<file path="src/rtl/accel_offset_calibrator_assert.svh">
// Assertion macros shared by the accelerometer offset calibrator RTL.
`ifndef ACCEL_OFFSET_CALIBRATOR_ASSERT_SVH
`define ACCEL_OFFSET_CALIBRATOR_ASSERT_SVH

`ifndef NO_ASSERTIONS

// Checked at every rising edge of i_clk outside reset.
`define AOC_ASSERT(label, prop, msg) \
    label: assert property (@(posedge i_clk) disable iff (!i_rst_n) prop) else $error(msg);

// Checked at every rising edge of i_clk, reset included.
`define AOC_ASSERT_ALWAYS(label, prop, msg) \
    label: assert property (@(posedge i_clk) prop) else $error(msg);

`else

`define AOC_ASSERT(label, prop, msg)
`define AOC_ASSERT_ALWAYS(label, prop, msg)

`endif

`endif

</file>
<file path="src/rtl/aoc_pkg.sv">
// Types and constants of the accelerometer offset calibrator.
`default_nettype none

package aoc_pkg;

    localparam int SAMPLES_DEF   = 400;
    localparam int AXIS_BITS_DEF = 16;

    localparam int SUM_BITS  = 25;
    localparam int OFFZ_BITS = 17;
    localparam int CNT_BITS  = 9;
    localparam int BIAS_BITS = 10;

    localparam logic [BIAS_BITS-1:0] BIAS_RESET = 10'd265;
    localparam int READY_BIT = 7;

    typedef enum logic {
        OP_READ  = 1'b0,
        OP_START = 1'b1
    } t_opcode;

    // Steps of the offset division sequencer, one axis per step, then a drain step.
    typedef enum logic [1:0] {
        STEP_X     = 2'd0,
        STEP_Y     = 2'd1,
        STEP_Z     = 2'd2,
        STEP_DRAIN = 2'd3
    } t_div_step;

endpackage

`default_nettype wire

</file>
<file path="src/rtl/accel_offset_calibrator.sv">
// Accelerometer offset calibrator: averaging calibration and offset removal.
//
// Input beats on s_axis carry one three-axis reading with its status byte, or,
// with s_axis_tuser set, a command that starts a new calibration. Every input
// beat yields exactly one output beat on m_axis, in order. While calibrating,
// ready readings are summed; after SAMPLES of them the offsets are the sums
// divided by SAMPLES (z also less the gravity bias). In run mode a ready
// reading is returned minus the offsets, z negated.
// The block has an input register and a result register: an accepted beat
// moves from the input register into the result register, which drives m_axis,
// and one beat can be accepted every cycle while m_axis_tready holds and no
// division runs. A stalled receiver holds the result register; the input
// register still takes one more beat, after which s_axis_tready falls.
// The beat that completes a calibration starts a shared reciprocal multiplier
// that forms the three offsets one axis a cycle; s_axis_tready is low while it
// runs, so the following beat sees the new offsets.
// The gravity bias is written on the cfg channel, which is always ready, and
// should be written only while no beat is in flight.
// Reset (i_rst_n low, synchronous) empties both registers, clears the sums,
// the count and the offsets, selects run mode and sets the bias to 265.
`default_nettype none

`include "accel_offset_calibrator_assert.svh"

module accel_offset_calibrator #(
    parameter int SAMPLES   = aoc_pkg::SAMPLES_DEF,
    parameter int AXIS_BITS = aoc_pkg::AXIS_BITS_DEF
) (
    input  wire logic        i_clk,
    input  wire logic        i_rst_n,
    // Configuration write channel: gravity bias.
    input  wire logic        i_cfg_valid,
    output logic             o_cfg_ready,
    input  wire logic [9:0]  i_cfg_data,
    // Input stream.
    input  wire logic        s_axis_tvalid,
    output logic             s_axis_tready,
    // status_byte[7:0], raw_x[23:8], raw_y[39:24], raw_z[55:40]
    input  wire logic [55:0] s_axis_tdata,
    // opcode[0]
    input  wire logic [0:0]  s_axis_tuser,
    // Output stream.
    output logic             m_axis_tvalid,
    input  wire logic        m_axis_tready,
    // accel_x[15:0], accel_y[31:16], accel_z[47:32]
    output logic [47:0]      m_axis_tdata,
    // sample_valid[0], calibrating[1], calibration_done[2], not_ready[3]
    output logic [3:0]       m_axis_tuser
);

    import aoc_pkg::*;

    localparam int AX_SH = 16 - AXIS_BITS;
    localparam logic [CNT_BITS-1:0] SAMPLES_C = CNT_BITS'(SAMPLES);

    // Reciprocal for exact floor division of a SUM_BITS-bit magnitude.
    localparam int RL = $clog2(SAMPLES);
    localparam logic [63:0] RECIP_WIDE =
        ((64'd1 << (SUM_BITS + RL)) + 64'(SAMPLES) - 64'd1) / 64'(SAMPLES);
    localparam logic [SUM_BITS+1:0] RECIP = RECIP_WIDE[SUM_BITS+1:0];
    localparam int RAW_W  = 2 * SUM_BITS + 2;
    localparam int PROD_W = RAW_W + RL;

    function automatic logic [15:0] fit_axis(input logic [15:0] v);
        logic signed [15:0] t;
        t = $signed(v << AX_SH);
        return 16'(t >>> AX_SH);
    endfunction

    // Input register.
    logic        r_in_vld;
    t_opcode     r_in_op;
    logic [7:0]  r_in_status;
    logic [15:0] r_in_x, r_in_y, r_in_z;

    // Calibration and run state.
    logic [BIAS_BITS-1:0] r_bias;
    logic [SUM_BITS-1:0]  r_sum_x, r_sum_y, r_sum_z;
    logic [SUM_BITS-1:0]  n_sum_x, n_sum_y, n_sum_z;
    logic [CNT_BITS-1:0]  r_cnt, n_cnt;
    logic                 r_cal, n_cal;
    logic [15:0]          r_off_x, r_off_y;
    logic [OFFZ_BITS-1:0] r_off_z;
    logic                 n_clr, n_done;

    // Result register.
    logic        r_out_vld;
    logic [47:0] r_out_data;
    logic [3:0]  r_out_user;
    logic        n_valid, n_notready;
    logic [15:0] n_ax, n_ay, n_az;

    // Division sequencer.
    logic                 r_div_busy;
    t_div_step            r_div_step, n_div_step;
    logic                 r_pvld;
    t_div_step            r_pax;
    logic                 r_pneg;
    logic [PROD_W-1:0]    r_prod;
    logic [SUM_BITS-1:0]  w_sel, w_mag, w_quo, w_quo_s;
    logic [RAW_W-1:0]     w_prod_raw;

    logic        adv;
    logic [15:0] rx_e, ry_e, rz_e;

    assign adv = r_in_vld && (!r_out_vld || m_axis_tready) && !r_div_busy;

    assign s_axis_tready = !r_div_busy && (!r_in_vld || !r_out_vld || m_axis_tready);
    assign o_cfg_ready   = 1'b1;
    assign m_axis_tvalid = r_out_vld;
    assign m_axis_tdata  = r_out_data;
    assign m_axis_tuser  = r_out_user;

    assign rx_e = fit_axis(r_in_x);
    assign ry_e = fit_axis(r_in_y);
    assign rz_e = fit_axis(r_in_z);

    always_ff @(posedge i_clk) begin
        if (!i_rst_n) begin
            r_in_vld <= 1'b0;
        end else if (s_axis_tready) begin
            r_in_vld <= s_axis_tvalid;
        end
    end

    always_ff @(posedge i_clk) begin
        if (s_axis_tready && s_axis_tvalid) begin
            r_in_op     <= t_opcode'(s_axis_tuser[0]);
            r_in_status <= s_axis_tdata[7:0];
            r_in_x      <= s_axis_tdata[23:8];
            r_in_y      <= s_axis_tdata[39:24];
            r_in_z      <= s_axis_tdata[55:40];
        end
    end

    always_comb begin
        n_sum_x    = r_sum_x;
        n_sum_y    = r_sum_y;
        n_sum_z    = r_sum_z;
        n_cnt      = r_cnt;
        n_cal      = r_cal;
        n_clr      = 1'b0;
        n_done     = 1'b0;
        n_valid    = 1'b0;
        n_notready = 1'b0;
        n_ax       = '0;
        n_ay       = '0;
        n_az       = '0;
        case (r_in_op)
            OP_START: begin
                n_sum_x = '0;
                n_sum_y = '0;
                n_sum_z = '0;
                n_cnt   = '0;
                n_cal   = 1'b1;
                n_clr   = 1'b1;
            end
            OP_READ: begin
                if (!r_in_status[READY_BIT]) begin
                    n_notready = 1'b1;
                end else if (r_cal) begin
                    n_sum_x = r_sum_x + {{(SUM_BITS-16){rx_e[15]}}, rx_e};
                    n_sum_y = r_sum_y + {{(SUM_BITS-16){ry_e[15]}}, ry_e};
                    n_sum_z = r_sum_z + {{(SUM_BITS-16){rz_e[15]}}, rz_e};
                    n_cnt   = r_cnt + CNT_BITS'(1);
                    if (n_cnt == SAMPLES_C) begin
                        n_cal  = 1'b0;
                        n_done = 1'b1;
                    end
                end else begin
                    n_valid = 1'b1;
                    n_ax    = fit_axis(rx_e - r_off_x);
                    n_ay    = fit_axis(ry_e - r_off_y);
                    // Negated difference, taken directly as offset minus sample.
                    n_az    = fit_axis(r_off_z[15:0] - rz_e);
                end
            end
            default: ;
        endcase
    end

    always_ff @(posedge i_clk) begin
        if (!i_rst_n) begin
            r_sum_x <= '0;
            r_sum_y <= '0;
            r_sum_z <= '0;
            r_cnt   <= '0;
            r_cal   <= 1'b0;
        end else if (adv) begin
            r_sum_x <= n_sum_x;
            r_sum_y <= n_sum_y;
            r_sum_z <= n_sum_z;
            r_cnt   <= n_cnt;
            r_cal   <= n_cal;
        end
    end

    always_ff @(posedge i_clk) begin
        if (!i_rst_n) begin
            r_bias <= BIAS_RESET;
        end else if (i_cfg_valid) begin
            r_bias <= i_cfg_data;
        end
    end

    always_ff @(posedge i_clk) begin
        if (!i_rst_n) begin
            r_out_vld <= 1'b0;
        end else if (adv) begin
            r_out_vld <= 1'b1;
        end else if (m_axis_tready) begin
            r_out_vld <= 1'b0;
        end
    end

    always_ff @(posedge i_clk) begin
        if (adv) begin
            r_out_data <= {n_az, n_ay, n_ax};
            r_out_user <= {n_notready, n_done, n_cal, n_valid};
        end
    end

    // Offset division: one axis enters the multiplier per cycle, and its
    // quotient is written back in the following cycle.
    always_comb begin
        case (r_div_step)
            STEP_X:  w_sel = r_sum_x;
            STEP_Y:  w_sel = r_sum_y;
            default: w_sel = r_sum_z;
        endcase
        w_mag      = w_sel[SUM_BITS-1] ? (~w_sel + SUM_BITS'(1)) : w_sel;
        w_prod_raw = RAW_W'(w_mag) * RAW_W'(RECIP);
        w_quo      = r_prod[SUM_BITS+RL +: SUM_BITS];
        w_quo_s    = r_pneg ? (~w_quo + SUM_BITS'(1)) : w_quo;
        case (r_div_step)
            STEP_X:  n_div_step = STEP_Y;
            STEP_Y:  n_div_step = STEP_Z;
            STEP_Z:  n_div_step = STEP_DRAIN;
            default: n_div_step = STEP_DRAIN;
        endcase
    end

    always_ff @(posedge i_clk) begin
        if (!i_rst_n) begin
            r_div_busy <= 1'b0;
            r_div_step <= STEP_X;
            r_pvld     <= 1'b0;
        end else begin
            r_pvld <= r_div_busy && (r_div_step != STEP_DRAIN);
            if (adv && n_done) begin
                r_div_busy <= 1'b1;
                r_div_step <= STEP_X;
            end else if (r_div_busy) begin
                r_div_step <= n_div_step;
                if (r_div_step == STEP_DRAIN) begin
                    r_div_busy <= 1'b0;
                end
            end
        end
    end

    always_ff @(posedge i_clk) begin
        r_prod <= PROD_W'(w_prod_raw);
        r_pneg <= w_sel[SUM_BITS-1];
        r_pax  <= r_div_step;
    end

    always_ff @(posedge i_clk) begin
        if (!i_rst_n) begin
            r_off_x <= '0;
            r_off_y <= '0;
            r_off_z <= '0;
        end else if (adv && n_clr) begin
            r_off_x <= '0;
            r_off_y <= '0;
            r_off_z <= '0;
        end else if (r_pvld) begin
            case (r_pax)
                STEP_X:  r_off_x <= w_quo_s[15:0];
                STEP_Y:  r_off_y <= w_quo_s[15:0];
                STEP_Z:  r_off_z <= w_quo_s[OFFZ_BITS-1:0] - OFFZ_BITS'(r_bias);
                default: ;
            endcase
        end
    end

    `AOC_ASSERT(a_busy_blocks_input, r_div_busy |-> !s_axis_tready, "input accepted during division")
    `AOC_ASSERT(a_done_starts_div, (adv && n_done) |=> (r_div_busy && r_div_step == STEP_X), "division not started")
    `AOC_ASSERT(a_div_finishes, (r_div_busy && r_div_step == STEP_DRAIN) |=> !r_div_busy, "division overran")
    `AOC_ASSERT(a_count_bound, r_cnt <= SAMPLES_C, "sample count beyond limit")
    `AOC_ASSERT(a_done_exclusive, (m_axis_tvalid && m_axis_tuser[2]) |-> (!m_axis_tuser[1] && !m_axis_tuser[0]), "done beat flags inconsistent")

endmodule

`default_nettype wire
</file>
<file path="config.mk">
export PLATFORM = sky130hd
export DESIGN_NAME = accel_offset_calibrator
export DESIGN_NICKNAME = d
export VERILOG_FILES = /design/src/rtl/aoc_pkg.sv /design/src/rtl/accel_offset_calibrator.sv
export VERILOG_INCLUDE_DIRS = /design/src /design/src/rtl
export SDC_FILE = /design/constraint.sdc
export NUM_CORES = 1
export LEC_CHECK = 0
export ABC_AREA = 1
export BUFFER_PORTS_ARGS = -buffer_cell sky130_fd_sc_hd__buf_4
export CAP_MARGIN = 10
export CORE_MARGIN = 2
export CORE_UTILIZATION = 60
export CTS_CLUSTER_DIAMETER = 120
export DETAILED_ROUTE_END_ITERATION = 6
export GPL_ROUTABILITY_DRIVEN = 1
export PLACE_DENSITY_LB_ADDON = 0.12
export SLEW_MARGIN = 10
export SYNTH_ARGS = -nofsm -noshare
export SYNTH_HDL_FRONTEND = slang
export SYNTH_SLANG_ARGS = --single-unit
</file>
<file path="constraint.sdc">
create_clock -name i_clk -period 7.8 [get_ports i_clk]
set_input_delay 1.17 -clock i_clk [delete_from_list [all_inputs] [get_ports i_clk]]
set_output_delay 1.17 -clock i_clk [all_outputs]
set_load 0.1 [all_outputs]
</file>
Yosys cells after proc, flatten, opt, wreduce, memory -nomap -nowiden
Cells that the tools add are included.
Word-level totals
  register bits after elaboration: 311
Operators by class
  add/subtract/negate cells: 10
  multipliers: 1
  equal/unequal tests: 8
  muxes and demuxes: 32
  bitwise gates (word level): 5
  reductions and logical operators: 24
Operators with widths (count)
  25-bit one-hot mux with 2 select lines: 4
  25-bit two-way mux: 7
  25-bit adder: 3
  25-bit by 26-bit multiplier with 50-bit output, second input constant: 1
  16-bit subtractor: 3
  25-bit by 1-bit adder with 25-bit output, second input constant: 1
  25-bit NOT: 1
  9-bit two-way mux: 2
  9-bit one-hot mux with 2 select lines: 1
  16-bit by 1-bit adder with 16-bit output, second input constant: 1
  16-bit two-way mux: 1
  16-bit NOT: 1
  16-bit by 10-bit subtractor with 16-bit output: 1
  1-bit two-way mux: 15
  9-bit by 1-bit adder with 9-bit output, second input constant: 1
  9-bit equality test, second input constant: 1
  1-bit logical AND: 7
  2-bit inequality test, second input constant: 3
  2-bit AND reduction: 3
  2-bit OR reduction: 3
  2-bit by 1-bit equality test with 1-bit output, second input constant: 2
  2-bit equality test, second input constant: 2
  2-bit zero test: 2
  2-bit one-hot mux with 2 select lines: 1
  other kinds (7): 13

Depth between registers and ports, before layout
  depth in word-level cells: 8
  depth in mapped cells: 43
  gate-level depth less buffers: 42

Least setup slack after synthesis
Ideal clock, no wire load.
  path type: reg2reg
  start point: reg r_div_step[1]
  end point: reg r_prod[47]
  arrival time: 6.950 ns
  data required time: 7.688 ns
  path slack: 0.738 ns
  cell stages (with the launch flop): 38
  buffers on the path: 1
  clock period less this slack: 7.062 ns
  cell sequence: dfxtp_1 > buf_4 > inv_2 > nand2_1 > nor2_1 > nor2_4 > ha_1 > nand3_1 > nor2_1 > nand4_1 > nand2_1 > o21ai_0 > xor2_1 > inv_1 > fa_1 > fa_1 > inv_1 > fa_1 > [2 not listed] > inv_1 > fa_1 > fa_1 > ha_1 > ha_1 > nand2_1 > nor2_1 > inv_1 > nor2_1 > inv_1 > nor2_1 > nand3_1 > nor2_1 > nor2_1 > o21ai_1 > nand2_1 > nand3_1 > nand2_1
Between the ends
  longest elaborated chain between the ends: 6
  elaborated cells on any way between the ends: 7
RTL lines
  from (decl): line accel_offset_calibrator.sv:95  | t_div_step r_div_step, n_div_step;
  from (signal assigned): line accel_offset_calibrator.sv:254  | r_div_step <= n_div_step;
  2-bit by 1-bit equality test with 1-bit output or 2-bit zero test (tied branches): line accel_offset_calibrator.sv:226  | case (r_div_step)
  25-bit one-hot mux with 2 select lines *: line accel_offset_calibrator.sv:226
  25-bit NOT: line accel_offset_calibrator.sv:231  | w_mag = w_sel[SUM_BITS-1] ? (~w_sel + SUM_BITS'(1)) : w_sel;
  25-bit by 1-bit adder with 25-bit output: line accel_offset_calibrator.sv:231
  25-bit two-way mux *: line accel_offset_calibrator.sv:231
  25-bit by 26-bit multiplier with 50-bit output *: line accel_offset_calibrator.sv:232  | w_prod_raw = RAW_W'(w_mag) * RAW_W'(RECIP);
  via w_prod_raw[47]: line accel_offset_calibrator.sv:101  | logic [RAW_W-1:0] w_prod_raw;
  to (signal assigned): line accel_offset_calibrator.sv:263  | r_prod <= PROD_W'(w_prod_raw);
  to (decl): line accel_offset_calibrator.sv:99  | logic [PROD_W-1:0] r_prod;
Mark *: on every way through the listed nets, which the timed path passes. The rest lies on a longest branch.
A chain may end at the register's enable or synchronous reset.

Final worst setup path
  start point: reg r_div_step[1]
  end point: reg r_prod[35]
Same word-level chain as after synthesis.

==> metrics <==
Post-Layout Cell Count 4342; Pre-Repair DR Iteration Count 7; 1st-iter DRT viols 1867; core area 46260 um^2; top post-synthesis cells by area ha_1 (17%), fa_1 (16%), dfxtp_1 (12%); GRT Total Usage 35.47%; PD cells 131.0 nW/um^2; Register Area 6435 um^2; ys async rst share 0%; clock sinks 270; CP Class flip-flop to flip-flop; Crit path arrival time 7.98 ns; list of most frequent post-synthesis cells inv_1 (677), nand2_1 (562), a21oi_1 (392); H-tree level count 1; die area between 40000 and 50000 um^2; DIE WIDTH approximately 220 um; crit-path max FO 5; EDFF count, synth roughly 100; DRC violations left 1; CP bufs+invs 7; hold path endpoint r_pax[0]; area of the multi-input gates 18920 um^2; sequential fraction of the synthesis area between 20% and 30%; Synth Register Bits 270; worst slew pin tran 1.172 ns; Critical Path Most Common Cell fa_1; layout cells sized above 1 9.344%; # IOs 127; syn_area_per_cell about 7.9 um^2; post-DP HPWL between 70000 and 80000 um; fillers 3951; hold path depth 0; GRT Residual Overflow 0; CTS Buf Count 29; gpl congestion 1.046; fin. max-slew vios 0; Final Setup Violations 0; initial antenna violation count 0; Via density 5.722; Syn Nets 4230; vias in the first global route 24875; starting density of the core 60.50%; Layout Utilization 67.31%; Max VDD drop 0.2404 mV; post-layout net count 4391; R2R Path End r_prod[35]; Mapped Area 27990 um^2; Cells after Synth 3551; Reg clk slew, reported paths ~0.060 ns; CTS tree yes; CP Launch Type flip-flop; CTS max path bufs 3; critical path's slowest cell fa_1; port bufs 118; worst hold start r_div_step[0]; row cnt 79; Post-Route WL about 85000 um; status finished, violations left; Worst Hold Class flip-flop to flip-flop; area grow syn2layout 11.24%; reg2reg start r_div_step[1]; Post-DRT Antenna Nets 0; chip height 220.0 um; Inst Count DP 4274; Yosys top cell by area ha_1; area share of the largest cell type after synthesis 17.30%; Leak 16.14 nW; largest stage delay on the critical path 0.59 ns; Final min period 7.491 ns; Antenna diodes 0; reg2reg setup slack 0.31 ns; worst path required time around 8.3 ns; Hold Vio Cnt, Final 0; clock skew 0.03024 ns; Hold WS 0.4562 ns; Max Cap Viol 0; CP delay by family, top adder cells; Peak Freq between 100 and 150 MHz; number of warnings issued by yosys 0; routed vias 24843; clk_lat worst skew 0.59 ns; final period utilization 96.04%; first-pass GRT wire length roughly 130000 um; wire per inst 19.53 um; Slew HR 21.84%; CTS Hold Bufs 0; largest net degree at the start of global routing 74; Synth Flop Type dfxtp_1; CTS root buf clkbuf_16; Netlist cell types 60; FF-to-FF path depth 29; violated checks DRC; count leader, synth inv_1; Worst setup EP type flip-flop
[kinds of logic after synthesis]
group | Yosys count | synth area share (%)
AOI/OAI and AO/OA | 745 | 14.43
and+or+nand+nor | 1116 | 17.36
DFF | 270 | 22.96
adders and majority gates | 607 | 33.04
other | 1 | 0.01340
xor gates and xnor gates | 64 | 2.003
buffers and inverters | 748 | 10.19
[timing repair]
| item | in CTS | in global routing |
|---|---|---|
| endpoints found under the setup margin | 2 | 16 |
| pin swaps | 2 | 5 |
| resized for setup | 7 | 41 |
| gates cloned | 2 | 0 |
| setup buffers | 0 | 12 |
[worst max path at each step]
stage	cells after the start	endpoint	slack (ns)	startpoint
CTS	33	r_prod[35]	0.03	r_div_step[0]
finish	29	r_prod[35]	0.31	r_div_step[1]
global placement	33	r_prod[35]	0.08	r_div_step[0]
floorplan	37	r_prod[47]	0.74	r_div_step[1]
global route	40	r_prod[47]	-0.001	r_div_step[1]
detailed placement	33	r_prod[35]	-0.11	r_div_step[0]
[cell type report]
class | count | share of cell area (%)
clock buffer | 31 | 2.387
timing repair buffer | 182 | 4.429
inverter | 694 | 8.387
tap | 607 | 2.439
multi-input combinational | 2535 | 60.75
clock inverter | 23 | 0.9363
sequential | 270 | 20.67
[through the flow]
stage	total power [W]	TNS (ns)	instance area, um^2	setup slack, ns
2_1_floorplan	0.002250	0	27990	0.7382
3_3_place_gp	0.002555	0	29780	0.08242
3_5_place_dp	0.002573	-0.1072	29780	-0.1072
4_1_cts	0.004075	0	30860	0.03456
5_1_grt	0.004248	-0.001221	31130	-0.001221
6_report	0.004079	0	31130	0.3086
[power breakdown]
group          internal (W)  switching [W]
logic              0.000329       0.000666
clock network      0.000893       0.000613
registers           0.00152      0.0000591
[routing by layer]
layer / vias to the layer above / track usage (%) / wire, um
met5: - / 0 / 0
met4: 0 / 25.62 / 7368
met3: 303 / 3.340 / 4148
met2: 884 / 62.35 / 40820
met1: 11717 / 40.29 / 32470
li1: 11939 / - / -
[placed cells by master, fill, tap and decap left out, drive strengths merged, types with 7 or more instances in the layout]
cell type	n
a211oi	14
a21o	17
a21oi	393
a31oi	15
buf	182
clkbuf	31
clkinv	13
dfxtp	168
edfxtp	102
fa	220
ha	387
inv	693
nand2	572
nand3	143
nand3b	10
nand4	37
nor2	278
nor3	42
nor4	7
o211ai	8
o21a	19
o21ai	235
o21bai	13
or2	17
xnor2	11
xor2	53
[flip-flops by register name, summed over array words and instances, names as in the netlist]
register       count
m_axis_tvalid      1
r_in_x            16
r_in_op            1
r_pax              2
r_sum_x           25
r_pvld             1
r_in_z            16
r_cal              1
m_axis_tdata      48
r_cnt              9
r_off_z           16
r_div_step         2
r_sum_z           25
r_pneg             1
r_in_status        1
r_bias            10
r_off_x           16
r_in_y            16
r_prod            16
r_off_y           16
r_div_busy         1
m_axis_tuser       4
r_sum_y           25
r_in_vld           1
Power figures use the tool's default switching activity.
